`src/design/u8u16_pkg.sv`:
```
package u8u16_pkg;

  typedef enum logic [1:0] {
    ST_UNIT     = 2'd0,
    ST_BAD      = 2'd1,
    ST_OVERLONG = 2'd2,
    ST_TRUNC    = 2'd3
  } status_t;

  typedef struct packed {
    logic [15:0] code_unit;
    status_t     status;
  } res_t;

  // Results caused by one byte: cnt is 0, 1 or 2, r0 goes out first.
  typedef struct packed {
    logic [1:0] cnt;
    res_t       r0;
    res_t       r1;
  } bundle_t;

  localparam int QDepth = 4;
  localparam int QPtrW  = $clog2(QDepth);
  localparam int QCntW  = $clog2(QDepth + 1);

endpackage

```
`src/design/utf8_to_utf16_decoder.sv`:
```
// Throughput: one byte per cycle while the queue is not full; results go out one
// per cycle while pop is held; a surrogate pair or an error followed by a
// re-decoded byte takes two result transfers.
// A 4-entry result queue decouples the decoder from the output side.
// Reset (rst, synchronous) returns the decoder to idle and empties the queue.
module utf8_to_utf16_decoder
  import u8u16_pkg::*;
(
  input  logic        clk,
  input  logic        rst,
  input  logic        push,
  output logic        full,
  input  logic [7:0]  in_byte,
  input  logic        end_of_input,
  output logic        empty,
  input  logic        pop,
  output logic [15:0] code_unit,
  output logic [1:0]  status,
  output logic        last_of_run
);

  logic    accept;
  logic    wr;
  bundle_t bundle;

  assign accept = push && !full;

  u8u16_front u_front (
    .clk          (clk),
    .rst          (rst),
    .accept       (accept),
    .in_byte      (in_byte),
    .end_of_input (end_of_input),
    .wr           (wr),
    .bundle       (bundle)
  );

  u8u16_back u_back (
    .clk         (clk),
    .rst         (rst),
    .wr          (wr),
    .bundle      (bundle),
    .full        (full),
    .empty       (empty),
    .pop         (pop),
    .code_unit   (code_unit),
    .status      (status),
    .last_of_run (last_of_run)
  );

endmodule

```
`src/design/u8u16_front.sv`:
```
module u8u16_front
  import u8u16_pkg::*;
(
  input  logic       clk,
  input  logic       rst,
  input  logic       accept,
  input  logic [7:0] in_byte,
  input  logic       end_of_input,
  output logic       wr,
  output bundle_t    bundle
);

  localparam logic [2:0] Lead2Tag = 3'b110;
  localparam logic [3:0] Lead3Tag = 4'b1110;
  localparam logic [4:0] Lead4Tag = 5'b11110;
  localparam logic [1:0] ContTag  = 2'b10;

  localparam logic [20:0] Min2 = 21'h000080;
  localparam logic [20:0] Min3 = 21'h000800;
  localparam logic [20:0] Min4 = 21'h010000;
  localparam logic [20:0] SurLo = 21'h00D800;
  localparam logic [20:0] SurHi = 21'h00DFFF;
  localparam logic [20:0] MaxCp = 21'h10FFFF;
  localparam logic [15:0] HiSur = 16'hD800;
  localparam logic [15:0] LoSur = 16'hDC00;

  typedef struct packed {
    logic        has_res;
    res_t        res;
    logic [1:0]  rem;
    logic [1:0]  len;
    logic [20:0] acc;
  } lead_t;

  logic [1:0]  rem, rem_next;
  logic [1:0]  len, len_next;
  logic [20:0] acc, acc_next;

  lead_t       lead;
  logic [20:0] acc_cont;
  logic [1:0]  rem_dec;
  logic [20:0] sup;
  res_t        f0, f1;
  logic [1:0]  fcnt;

  function automatic res_t mk_res(input logic [15:0] u, input status_t s);
    res_t r;
    r.code_unit = u;
    r.status    = s;
    return r;
  endfunction

  function automatic lead_t decode_lead(input logic [7:0] b, input logic eoi);
    lead_t l;
    l.has_res = 1'b0;
    l.res     = mk_res(16'h0000, ST_UNIT);
    l.rem     = 2'd0;
    l.len     = 2'd0;
    l.acc     = '0;
    if (!b[7]) begin
      l.has_res = 1'b1;
      l.res     = mk_res({8'h00, b}, ST_UNIT);
    end else if (b[7:5] == Lead2Tag) begin
      l.len = 2'd1;
      l.acc = {16'h0000, b[4:0]};
    end else if (b[7:4] == Lead3Tag) begin
      l.len = 2'd2;
      l.acc = {17'h00000, b[3:0]};
    end else if (b[7:3] == Lead4Tag) begin
      l.len = 2'd3;
      l.acc = {18'h00000, b[2:0]};
    end else begin
      l.has_res = 1'b1;
      l.res     = mk_res(16'h0000, ST_BAD);
    end
    if (l.len != 2'd0) begin
      if (eoi) begin
        l.has_res = 1'b1;
        l.res     = mk_res(16'h0000, ST_TRUNC);
        l.len     = 2'd0;
        l.acc     = '0;
      end else begin
        l.rem = l.len;
      end
    end
    return l;
  endfunction

  assign lead     = decode_lead(in_byte, end_of_input);
  assign acc_cont = {acc[14:0], in_byte[5:0]};
  assign rem_dec  = rem - 2'd1;
  assign sup      = acc_cont - Min4;

  // Range checks on a completed code point; overlong takes priority.
  always_comb begin
    f0   = mk_res(16'h0000, ST_UNIT);
    f1   = mk_res(16'h0000, ST_UNIT);
    fcnt = 2'd1;
    case (len)
      2'd1: begin
        if (acc_cont < Min2) f0 = mk_res(16'h0000, ST_OVERLONG);
        else                 f0 = mk_res(acc_cont[15:0], ST_UNIT);
      end
      2'd2: begin
        if (acc_cont < Min3) begin
          f0 = mk_res(16'h0000, ST_OVERLONG);
        end else if (acc_cont >= SurLo && acc_cont <= SurHi) begin
          f0 = mk_res(16'h0000, ST_BAD);
        end else begin
          f0 = mk_res(acc_cont[15:0], ST_UNIT);
        end
      end
      default: begin
        if (acc_cont < Min4) begin
          f0 = mk_res(16'h0000, ST_OVERLONG);
        end else if (acc_cont > MaxCp) begin
          f0 = mk_res(16'h0000, ST_BAD);
        end else begin
          f0   = mk_res(HiSur | {6'd0, sup[19:10]}, ST_UNIT);
          f1   = mk_res(LoSur | {6'd0, sup[9:0]}, ST_UNIT);
          fcnt = 2'd2;
        end
      end
    endcase
  end

  always_comb begin
    rem_next   = rem;
    len_next   = len;
    acc_next   = acc;
    bundle.cnt = 2'd0;
    bundle.r0  = mk_res(16'h0000, ST_UNIT);
    bundle.r1  = mk_res(16'h0000, ST_UNIT);
    if (rem == 2'd0) begin
      rem_next   = lead.rem;
      len_next   = lead.len;
      acc_next   = lead.acc;
      bundle.cnt = {1'b0, lead.has_res};
      bundle.r0  = lead.res;
    end else if (in_byte[7:6] == ContTag) begin
      if (rem_dec == 2'd0) begin
        rem_next   = 2'd0;
        len_next   = 2'd0;
        acc_next   = '0;
        bundle.cnt = fcnt;
        bundle.r0  = f0;
        bundle.r1  = f1;
      end else if (end_of_input) begin
        rem_next   = 2'd0;
        len_next   = 2'd0;
        acc_next   = '0;
        bundle.cnt = 2'd1;
        bundle.r0  = mk_res(16'h0000, ST_TRUNC);
      end else begin
        rem_next = rem_dec;
        acc_next = acc_cont;
      end
    end else begin
      // Missing continuation: flag it, then take the byte as a new lead.
      rem_next   = lead.rem;
      len_next   = lead.len;
      acc_next   = lead.acc;
      bundle.r0  = mk_res(16'h0000, ST_BAD);
      bundle.r1  = lead.res;
      bundle.cnt = lead.has_res ? 2'd2 : 2'd1;
    end
  end

  assign wr = accept && (bundle.cnt != 2'd0);

  always_ff @(posedge clk) begin
    if (rst) begin
      rem <= 2'd0;
      len <= 2'd0;
      acc <= '0;
    end else if (accept) begin
      rem <= rem_next;
      len <= len_next;
      acc <= acc_next;
    end
  end

endmodule

```
`src/design/u8u16_back.sv`:
```
module u8u16_back
  import u8u16_pkg::*;
(
  input  logic        clk,
  input  logic        rst,
  input  logic        wr,
  input  bundle_t     bundle,
  output logic        full,
  output logic        empty,
  input  logic        pop,
  output logic [15:0] code_unit,
  output logic [1:0]  status,
  output logic        last_of_run
);

  bundle_t          q [QDepth];
  logic [QPtrW-1:0] wp, rp;
  logic [QCntW-1:0] count;
  logic             sel;
  logic             rd_done;
  logic             take;
  bundle_t          head;
  res_t             cur;

  assign head  = q[rp];
  assign full  = (count == QCntW'(QDepth));
  assign empty = (count == '0);
  assign cur   = sel ? head.r1 : head.r0;

  assign code_unit   = cur.code_unit;
  assign status      = cur.status;
  assign last_of_run = sel || (head.cnt != 2'd2);

  assign take    = pop && !empty;
  // A bundle leaves after its last result is transferred.
  assign rd_done = take && (sel || (head.cnt != 2'd2));

  always_ff @(posedge clk) begin
    if (wr) q[wp] <= bundle;
  end

  always_ff @(posedge clk) begin
    if (rst) begin
      wp    <= '0;
      rp    <= '0;
      count <= '0;
      sel   <= 1'b0;
    end else begin
      if (wr) wp <= wp + QPtrW'(1);
      if (rd_done) rp <= rp + QPtrW'(1);
      if (wr && !rd_done) count <= count + QCntW'(1);
      else if (!wr && rd_done) count <= count - QCntW'(1);
      if (take) sel <= !rd_done;
    end
  end

`ifndef SYNTHESIS
  a_no_overflow: assert property (@(posedge clk) disable iff (rst)
    full |-> !wr || rd_done)
    else $error("write into full result queue");

  a_sel_pair: assert property (@(posedge clk) disable iff (rst)
    sel |-> !empty && head.cnt == 2'd2)
    else $error("second slot selected on a single-result entry");

  a_head_nonempty: assert property (@(posedge clk) disable iff (rst)
    !empty |-> head.cnt != 2'd0)
    else $error("queued entry carries no result");

  a_count_range: assert property (@(posedge clk) disable iff (rst)
    count <= QCntW'(QDepth))
    else $error("queue count out of range");
`endif

endmodule
```
`config.mk`:
```
export PLATFORM = sky130hd
export DESIGN_NAME = utf8_to_utf16_decoder
export DESIGN_NICKNAME = d
export VERILOG_FILES = /design/src/design/u8u16_pkg.sv /design/src/design/utf8_to_utf16_decoder.sv /design/src/design/u8u16_front.sv /design/src/design/u8u16_back.sv
export SDC_FILE = /design/constraint.sdc
export NUM_CORES = 1
export LEC_CHECK = 0
export ABC_AREA = 1
export BUFFER_PORTS_ARGS = -buffer_cell sky130_fd_sc_hd__buf_2
export CORE_ASPECT_RATIO = 0.9
export CORE_UTILIZATION = 35
export DETAILED_ROUTE_END_ITERATION = 6
export PLACE_DENSITY = 0.55
export SYNTH_ARGS = -nofsm -noshare
export SYNTH_HDL_FRONTEND = slang
export SYNTH_SLANG_ARGS = --single-unit
```
`constraint.sdc`:
```
create_clock -name clk -period 8.2 [get_ports clk]
set_input_delay 0.82 -clock clk [delete_from_list [all_inputs] [get_ports clk]]
set_output_delay 0.82 -clock clk [all_outputs]
set_load 0.02 [all_outputs]
```
# --- Word level (Yosys, flattened, before mapping) ---
# Memory sizes are Yosys's and may differ from the RTL's. A register that Yosys moved wholly into a read port is not among the register bits.
# Cells that the tools add are included.
totals:
  register_bits: 27
  mem_count: 1
  latch_bits: 0
  ramBits: 152
  mem_bits_ro: 0
  elab_cells: 99
  output_inout_bits: 21
memory_table:
  columns: ["name", "depth", "width", "read_ports", "rd_ports_with_merged_regs", "write_ports", "line_no", "source"]
  rows:
  - ["u_back.q", 4, 38, 1, 1, 1, "u8u16_back.sv:16", "bundle_t q [QDepth];"]
classes:
  n_mul: 0
  n_eq_ne: 9
  mux: 50
  addsub: 6
  n_lt_le_gt_ge: 6
  bitwise_logic: 0
  shifts: 0
  div_mod_pow: 0
  n_reduce_logical: 20
ops:
  columns: ["op", "count"]
  rows:
  - ["two-way mux 18 bit", 11]
  - ["two-way mux 23 bit", 5]
  - ["two-way mux 19 bit", 6]
  - ["two-way mux 15 bit", 4]
  - ["two-way mux 44 bit", 1]
  - ["two-way mux 20 bit", 2]
  - ["two-way mux 38 bit", 1]
  - ["one-hot mux 18 bit (2 select lines)", 1]
  - ["two-way mux 2 bit", 15]
  - [">= comparator 21 x 16 -> 1 bit, second input constant", 1]
  - ["> comparator 21 bit, second input constant", 1]
  - ["<= comparator 21 x 16 -> 1 bit, second input constant", 1]
  - ["< comparator 21 x 12 -> 1 bit, second input constant", 1]
  - ["< comparator 21 x 17 -> 1 bit, second input constant", 1]
  - ["< comparator 21 x 8 -> 1 bit, second input constant", 1]
  - ["subtractor 20 x 17 -> 20 bit, second input constant", 1]
  - ["logical AND 1 bit", 7]
  - ["== test 3 bit, second input constant", 2]
  - ["two-way mux 3 bit", 2]
  - ["nonzero test 2 bit", 3]
  - ["== test 5 bit, second input constant", 1]
  - ["adder 2 x 1 -> 2 bit, second input constant", 2]
  - ["== test 2 bit, second input constant", 2]
  - ["== test 4 bit, second input constant", 1]
  - ["13 further kinds", 18]

# --- Logic depth before layout (Yosys ltp) ---
logic_depth:
  depth_word: 16
  depth_mapped: 21
  mapped_depth_nobuf: 20

# --- Hierarchy ---
# Synthesis repeated with hierarchy kept, for this count alone.
unflattened:
  hier_cells: 855
  area_unflattened_um2: 8418.1
modules_own_cells:
  columns: ["mod", "n_inst", "seq_area_each_um2", "area_each_um2", "cells_per_inst"]
  rows:
  - ["u8u16_back", 1, 4764.6, 6306.0, 488]
  - ["u8u16_front", 1, 380.4, 2102.0, 365]
  - ["utf8_to_utf16_decoder", 1, 0.0, 10.0, 2]

# --- Least setup slack after synthesis ---
# Ideal clock, no wire load.
synth_path:
  kind: "in2reg"
  startpoint: "input port in_byte[6]"
  endpoint: "memory u_back.q[0][0] (netlist name) (enable)"
  stages: 10
  slack_ns: 4.722
  arrival_time_ns: 3.055
  n_path_buf: 0
  path_cell_list: "nand2_1 -> nor2_1 -> nor2_4 -> inv_2 -> nand2_2 -> nand2_2 -> o21ai_2 -> nand2_2 -> nand2_2 -> nor2_1"
synth_via:
  elab_chain_cells: 14
  elab_cells_between_ends: 22
synth_lines:
  columns: ["element", "line_no", "source"]
  rows:
  - ["start: declaration", "utf8_to_utf16_decoder.sv:13", "input logic [7:0] in_byte,"]
  - ["== test 5 bit", "u8u16_front.sv:69", "end else if (b[7:3] == Lead4Tag) begin"]
  - ["two-way mux 19 bit or two-way mux 23 bit (tied branches)", "u8u16_front.sv:69", null]
  - ["two-way mux 19 bit or two-way mux 23 bit (tied branches)", "u8u16_front.sv:66", "end else if (b[7:4] == Lead3Tag) begin"]
  - ["two-way mux 19 bit or two-way mux 23 bit (tied branches)", "u8u16_front.sv:63", "end else if (b[7:5] == Lead2Tag) begin"]
  - ["two-way mux 19 bit or two-way mux 23 bit (tied branches)", "u8u16_front.sv:60", "if (!b[7]) begin"]
  - ["two-way mux 19 bit or nonzero test 2 bit (tied branches)", "u8u16_front.sv:77, u8u16_front.sv:76", null]
  - ["two-way mux 44 bit", "u8u16_front.sv:76", "if (l.len != 2'd0) begin"]
  - ["two-way mux 2 bit", "u8u16_front.sv:165", "bundle.cnt = lead.has_res ? 2'd2 : 2'd1;"]
  - ["two-way mux 38 bit", "u8u16_front.sv:140", "end else if (in_byte[7:6] == ContTag) begin"]
  - ["two-way mux 20 bit *", "u8u16_front.sv:134", "if (rem == 2'd0) begin"]
  - ["nonzero test 2 bit *", "u8u16_front.sv:169", "assign wr = accept && (bundle.cnt != 2'd0);"]
  - ["logical AND 1 bit *", "u8u16_front.sv:169", null]
  - ["two-way mux 1 bit *", "u8u16_back.sv:39", "if (wr) q[wp] <= bundle;"]
  - ["two-way mux 1 bit (implied by the code) *", "u8u16_back.sv:39", null]
  - ["end: declaration", "u8u16_back.sv:16", null]
# Every way passes the cells marked *; elsewhere a longest branch is shown, timed or not.

==> summary.txt <==
Pwr
  • Gate power share: between 20% and 30%
  • NetSw: approximately 0.8 mW
  • Clk pwr share: 31.8%
  • Power density over the cells: 296 nW/um^2
  • Sequential share of power: about two fifths
  • Sw frac: 33.2%
  • Int Pwr: approximately 1.6 mW
  • Leak pwr: slightly above 3 nW
  • Peak VDD IR: between 0.00015 and 0.0002 V

Worst setup path
  • Crit end category: primary output
  • Worst-path fanout max: between 60 and 70
  • Slowest CP cell: clkinv_1
  • CP startpoint kind: flip-flop
  • Crit-path max cell delay: ~600 ps
  • Critical path required time: about 7400 ps
  • Worst reg2reg setup slack: ~4800 ps
  • Worst EP arrival: approximately 3100 ps
  • Most frequent CP cell: buf_4
  • Cell Chain, Critical Path: buf_4 -> clkinv_1 -> buf_4 -> o21ai_0 -> o22ai_1 -> nor2_1 -> a31oi_1 -> buf_2
  • CP Class: reg2out
  • R2R Path End: u_back.count[1]
  • Worst R2R Path Depth: 12

Routing
  • Post-DR vias/cell: 5.12
  • Total iterations of the first detailed-routing run: 5
  • Total wire length: 17200 um
  • Post-DR wirelength/cell: approximately 17 um
  • Via count: around 5300
  • Initial DRC Count: ~360
  • # DRC: 0
  • Antenna-violating nets left: 0

Synth
  • Mapped Cells: roughly 740
  • Synthesized area per cell: roughly 10 sq um
  • Number of flops mapped to enable cells by yosys: approximately 130
  • Synthesized area: 7320 sq um
  • Register bit total from synthesis: approximately 160
  • Unique masters post-synth: 41
  • Async SR Flop Fraction: 0%
  • Post-synthesis sequential area ratio: between 60 and 70%
  • Top FF cell, synth: edfxtp_1
  • Synth Net Count: 760
  • Ys Warns: 0

Global route
  • Initial antenna violation count: 0
  • GR Layer Usage met3: roughly 3.4%
  • Met1 Usage GRT: ~24%
  • Met2 Usage GRT: 25.0%
  • Largest net degree at the start of global routing: between 60 and 70
  • GRT busiest layer: met2
  • Vias in the first global route: approximately 4900
  • First-pass GRT wire length: roughly 27000 um
  • Gr usage total: between 10% and 20%
  • Overflow after GRT: 0

STA
  • Clk_skew: 12.7 ps
  • Period utilization: ~48%
  • # setup viols final: 0
  • Worst hold slack: 472 ps
  • Final hold viol count: 0
  • Slew Viols, Final: 0
  • RSZ-0062 raised after global routing: false
  • Fmax: between 200 and 300 MHz
  • Worst-Margin Slew: between 1000 and 1500 ps
  • Minimum clock period: a little under 4000 ps
  • Worst relative slew slack: about a quarter
  • Final setup TNS: 0 ps

Clock network
  • Clock sink count: ~160
  • Clock Latency Late Sink: between 400 and 500 ps
  • Htree depth: 4
  • CTS Buf Count: 17
  • Root buf cell: clkbuf_16
  • CTS tree: yes
  • CTS Hold Bufs: 0
  • Reg clk slew, reported paths: around 60 ps
  • Setup Buffers After CTS: 0
  • Resized Gates After CTS: 0
  • Largest buffer count on any clock path: 2

Cells and area
  • Area Growth Syn to Fin: 13.9%
  • Area of the multi-input gates: 2420 sq um
  • Most frequent cells in the layout: edfxtp_1 (132), nor2_1 (131), nand2_1 (101)
  • Reg area: 4550 sq um
  • Fill cells: 1961
  • Design Area, Final: roughly 8300 sq um
  • Layout cells sized above 1: between 10 and 15%
  • N_diodes: 0
  • Commonest non-fill, non-tap cell in the layout: edfxtp_1
  • Nets: slightly below 800

Floorplanning
  • Initial Util: a little over a third
  • Rows: 49
  • Die area: ~22000 sq um
  • Core area: just over 20000 sq um
  • Top Ports: 34
  • DIE HEIGHT: between 100 and 150 um
  • Die X: 154 um

Place
  • Cell Area, Placed: approximately 7700 sq um
  • Port bufs: 33
  • Hpwl dp: about 11000 um
  • Placer Congestion: just over 0.9

Status
  • Status: completed

Worst hold path
  • Hold EP: u_back.rp[1]
  • Min-Delay Path Depth: 2
  • Hold Crit Class: reg2reg
  • HP Start: u_back.rp[1]

Run
  • Max Cap Viol: 0
==> area by class of cell <==
class	count	area share, %
clock inverter	7	0.705
multi-input combinational	475	29.0
inverter	68	3.06
timing repair buffer	38	2.43
tap	255	3.83
sequential	161	54.5
clock buffer	25	6.47
==> power by group through the flow <==
stage          combinational, mW  clock, mW  sequential [mW]
2_1_floorplan              0.461          0             1.04
3_3_place_gp               0.656          0             1.05
3_5_place_dp               0.657          0             1.05
4_1_cts                    0.659      0.793             1.03
5_1_grt                    0.722      0.823             1.04
6_report                   0.649      0.784             1.03
==> synth_stat cells, drive strengths merged, types with 4 or more instances <==
cell type / n / area (sq um)
a31oi: 15 / 93.8
edfxtp: 132 / 3960
nand2: 110 / 440
nand3: 23 / 135
nand4: 6 / 37.5
a21oi: 32 / 164
clkinv: 4 / 15.0
o21ai: 73 / 373
inv: 64 / 240
dfxtp: 29 / 581
a221o: 5 / 50.1
ha: 10 / 125
buf: 12 / 61.3
nor2: 144 / 573
nor3: 21 / 121
o211ai: 8 / 60.1
o22ai: 14 / 87.6
clkbuf: 20 / 75.1
==> worst max-delay path, delay by kind of cell, from the launching register on <==
kind            cells  cell delay, ps
buf+inv             4            1820
compound gates      3             400
flops               1             310
simple gates        1             100
==> worst max path at each step <==
stage                     from        endpoint  depth (start not counted)
CTS                  flip-flop   code_unit[11]                          8
finish               flip-flop       status[1]                          8
global route         flip-flop    code_unit[9]                          8
global placement     flip-flop   code_unit[15]                          8
detailed placement   flip-flop   code_unit[11]                          8
floorplan           in_byte[6]  u_back.q[0][0]                         10
==> per-stage QoR <==
| stage | utilization, % | total power, mW | std cells | worst slack (ps) |
|---|---|---|---|---|
| floorplan | - | 1.50 | 736 | 4720 |
| global placement | 38.3 | 1.71 | 997 | 4740 |
| detailed placement | 38.3 | 1.71 | 997 | 4700 |
| CTS | 41.2 | 2.49 | 1029 | 4220 |
| global route | 41.2 | 2.59 | 1029 | 3920 |
| finish | 41.2 | 2.46 | 1029 | 4280 |
==> registers in the layout, indices dropped and copies added (netlist names), named ones only <==
name,count
u_back.rp,2
u_back.wp,2
u_front.acc,15
u_back.q,132
u_front.len,2
u_back.count,3
u_front.rem,2
u_back.sel,1
==> per-layer routing <==
| metal | wire length (um) | vias up | part of all wire, % |
|---|---|---|---|
| li1 | - | 2605 | - |
| met1 | 8430 | 2532 | 49 |
| met3 | 786 | 13 | 4.6 |
| met4 | 158 | 0 | 0.92 |
| met2 | 7820 | 116 | 45 |
| met5 | 0 | - | 0 |
==> logic make-up after synthesis <==
| family | after synthesis | share of synthesized area, % |
|---|---|---|
| simple gates | 307 | 18.1 |
| flops | 161 | 62.0 |
| compound gates | 156 | 12.4 |
| buf+inv | 100 | 5.35 |
| fa+ha+maj | 11 | 1.98 |
| xor+xnor | 1 | 0.120 |
No activity file was read; power rests on OpenSTA's default activity.
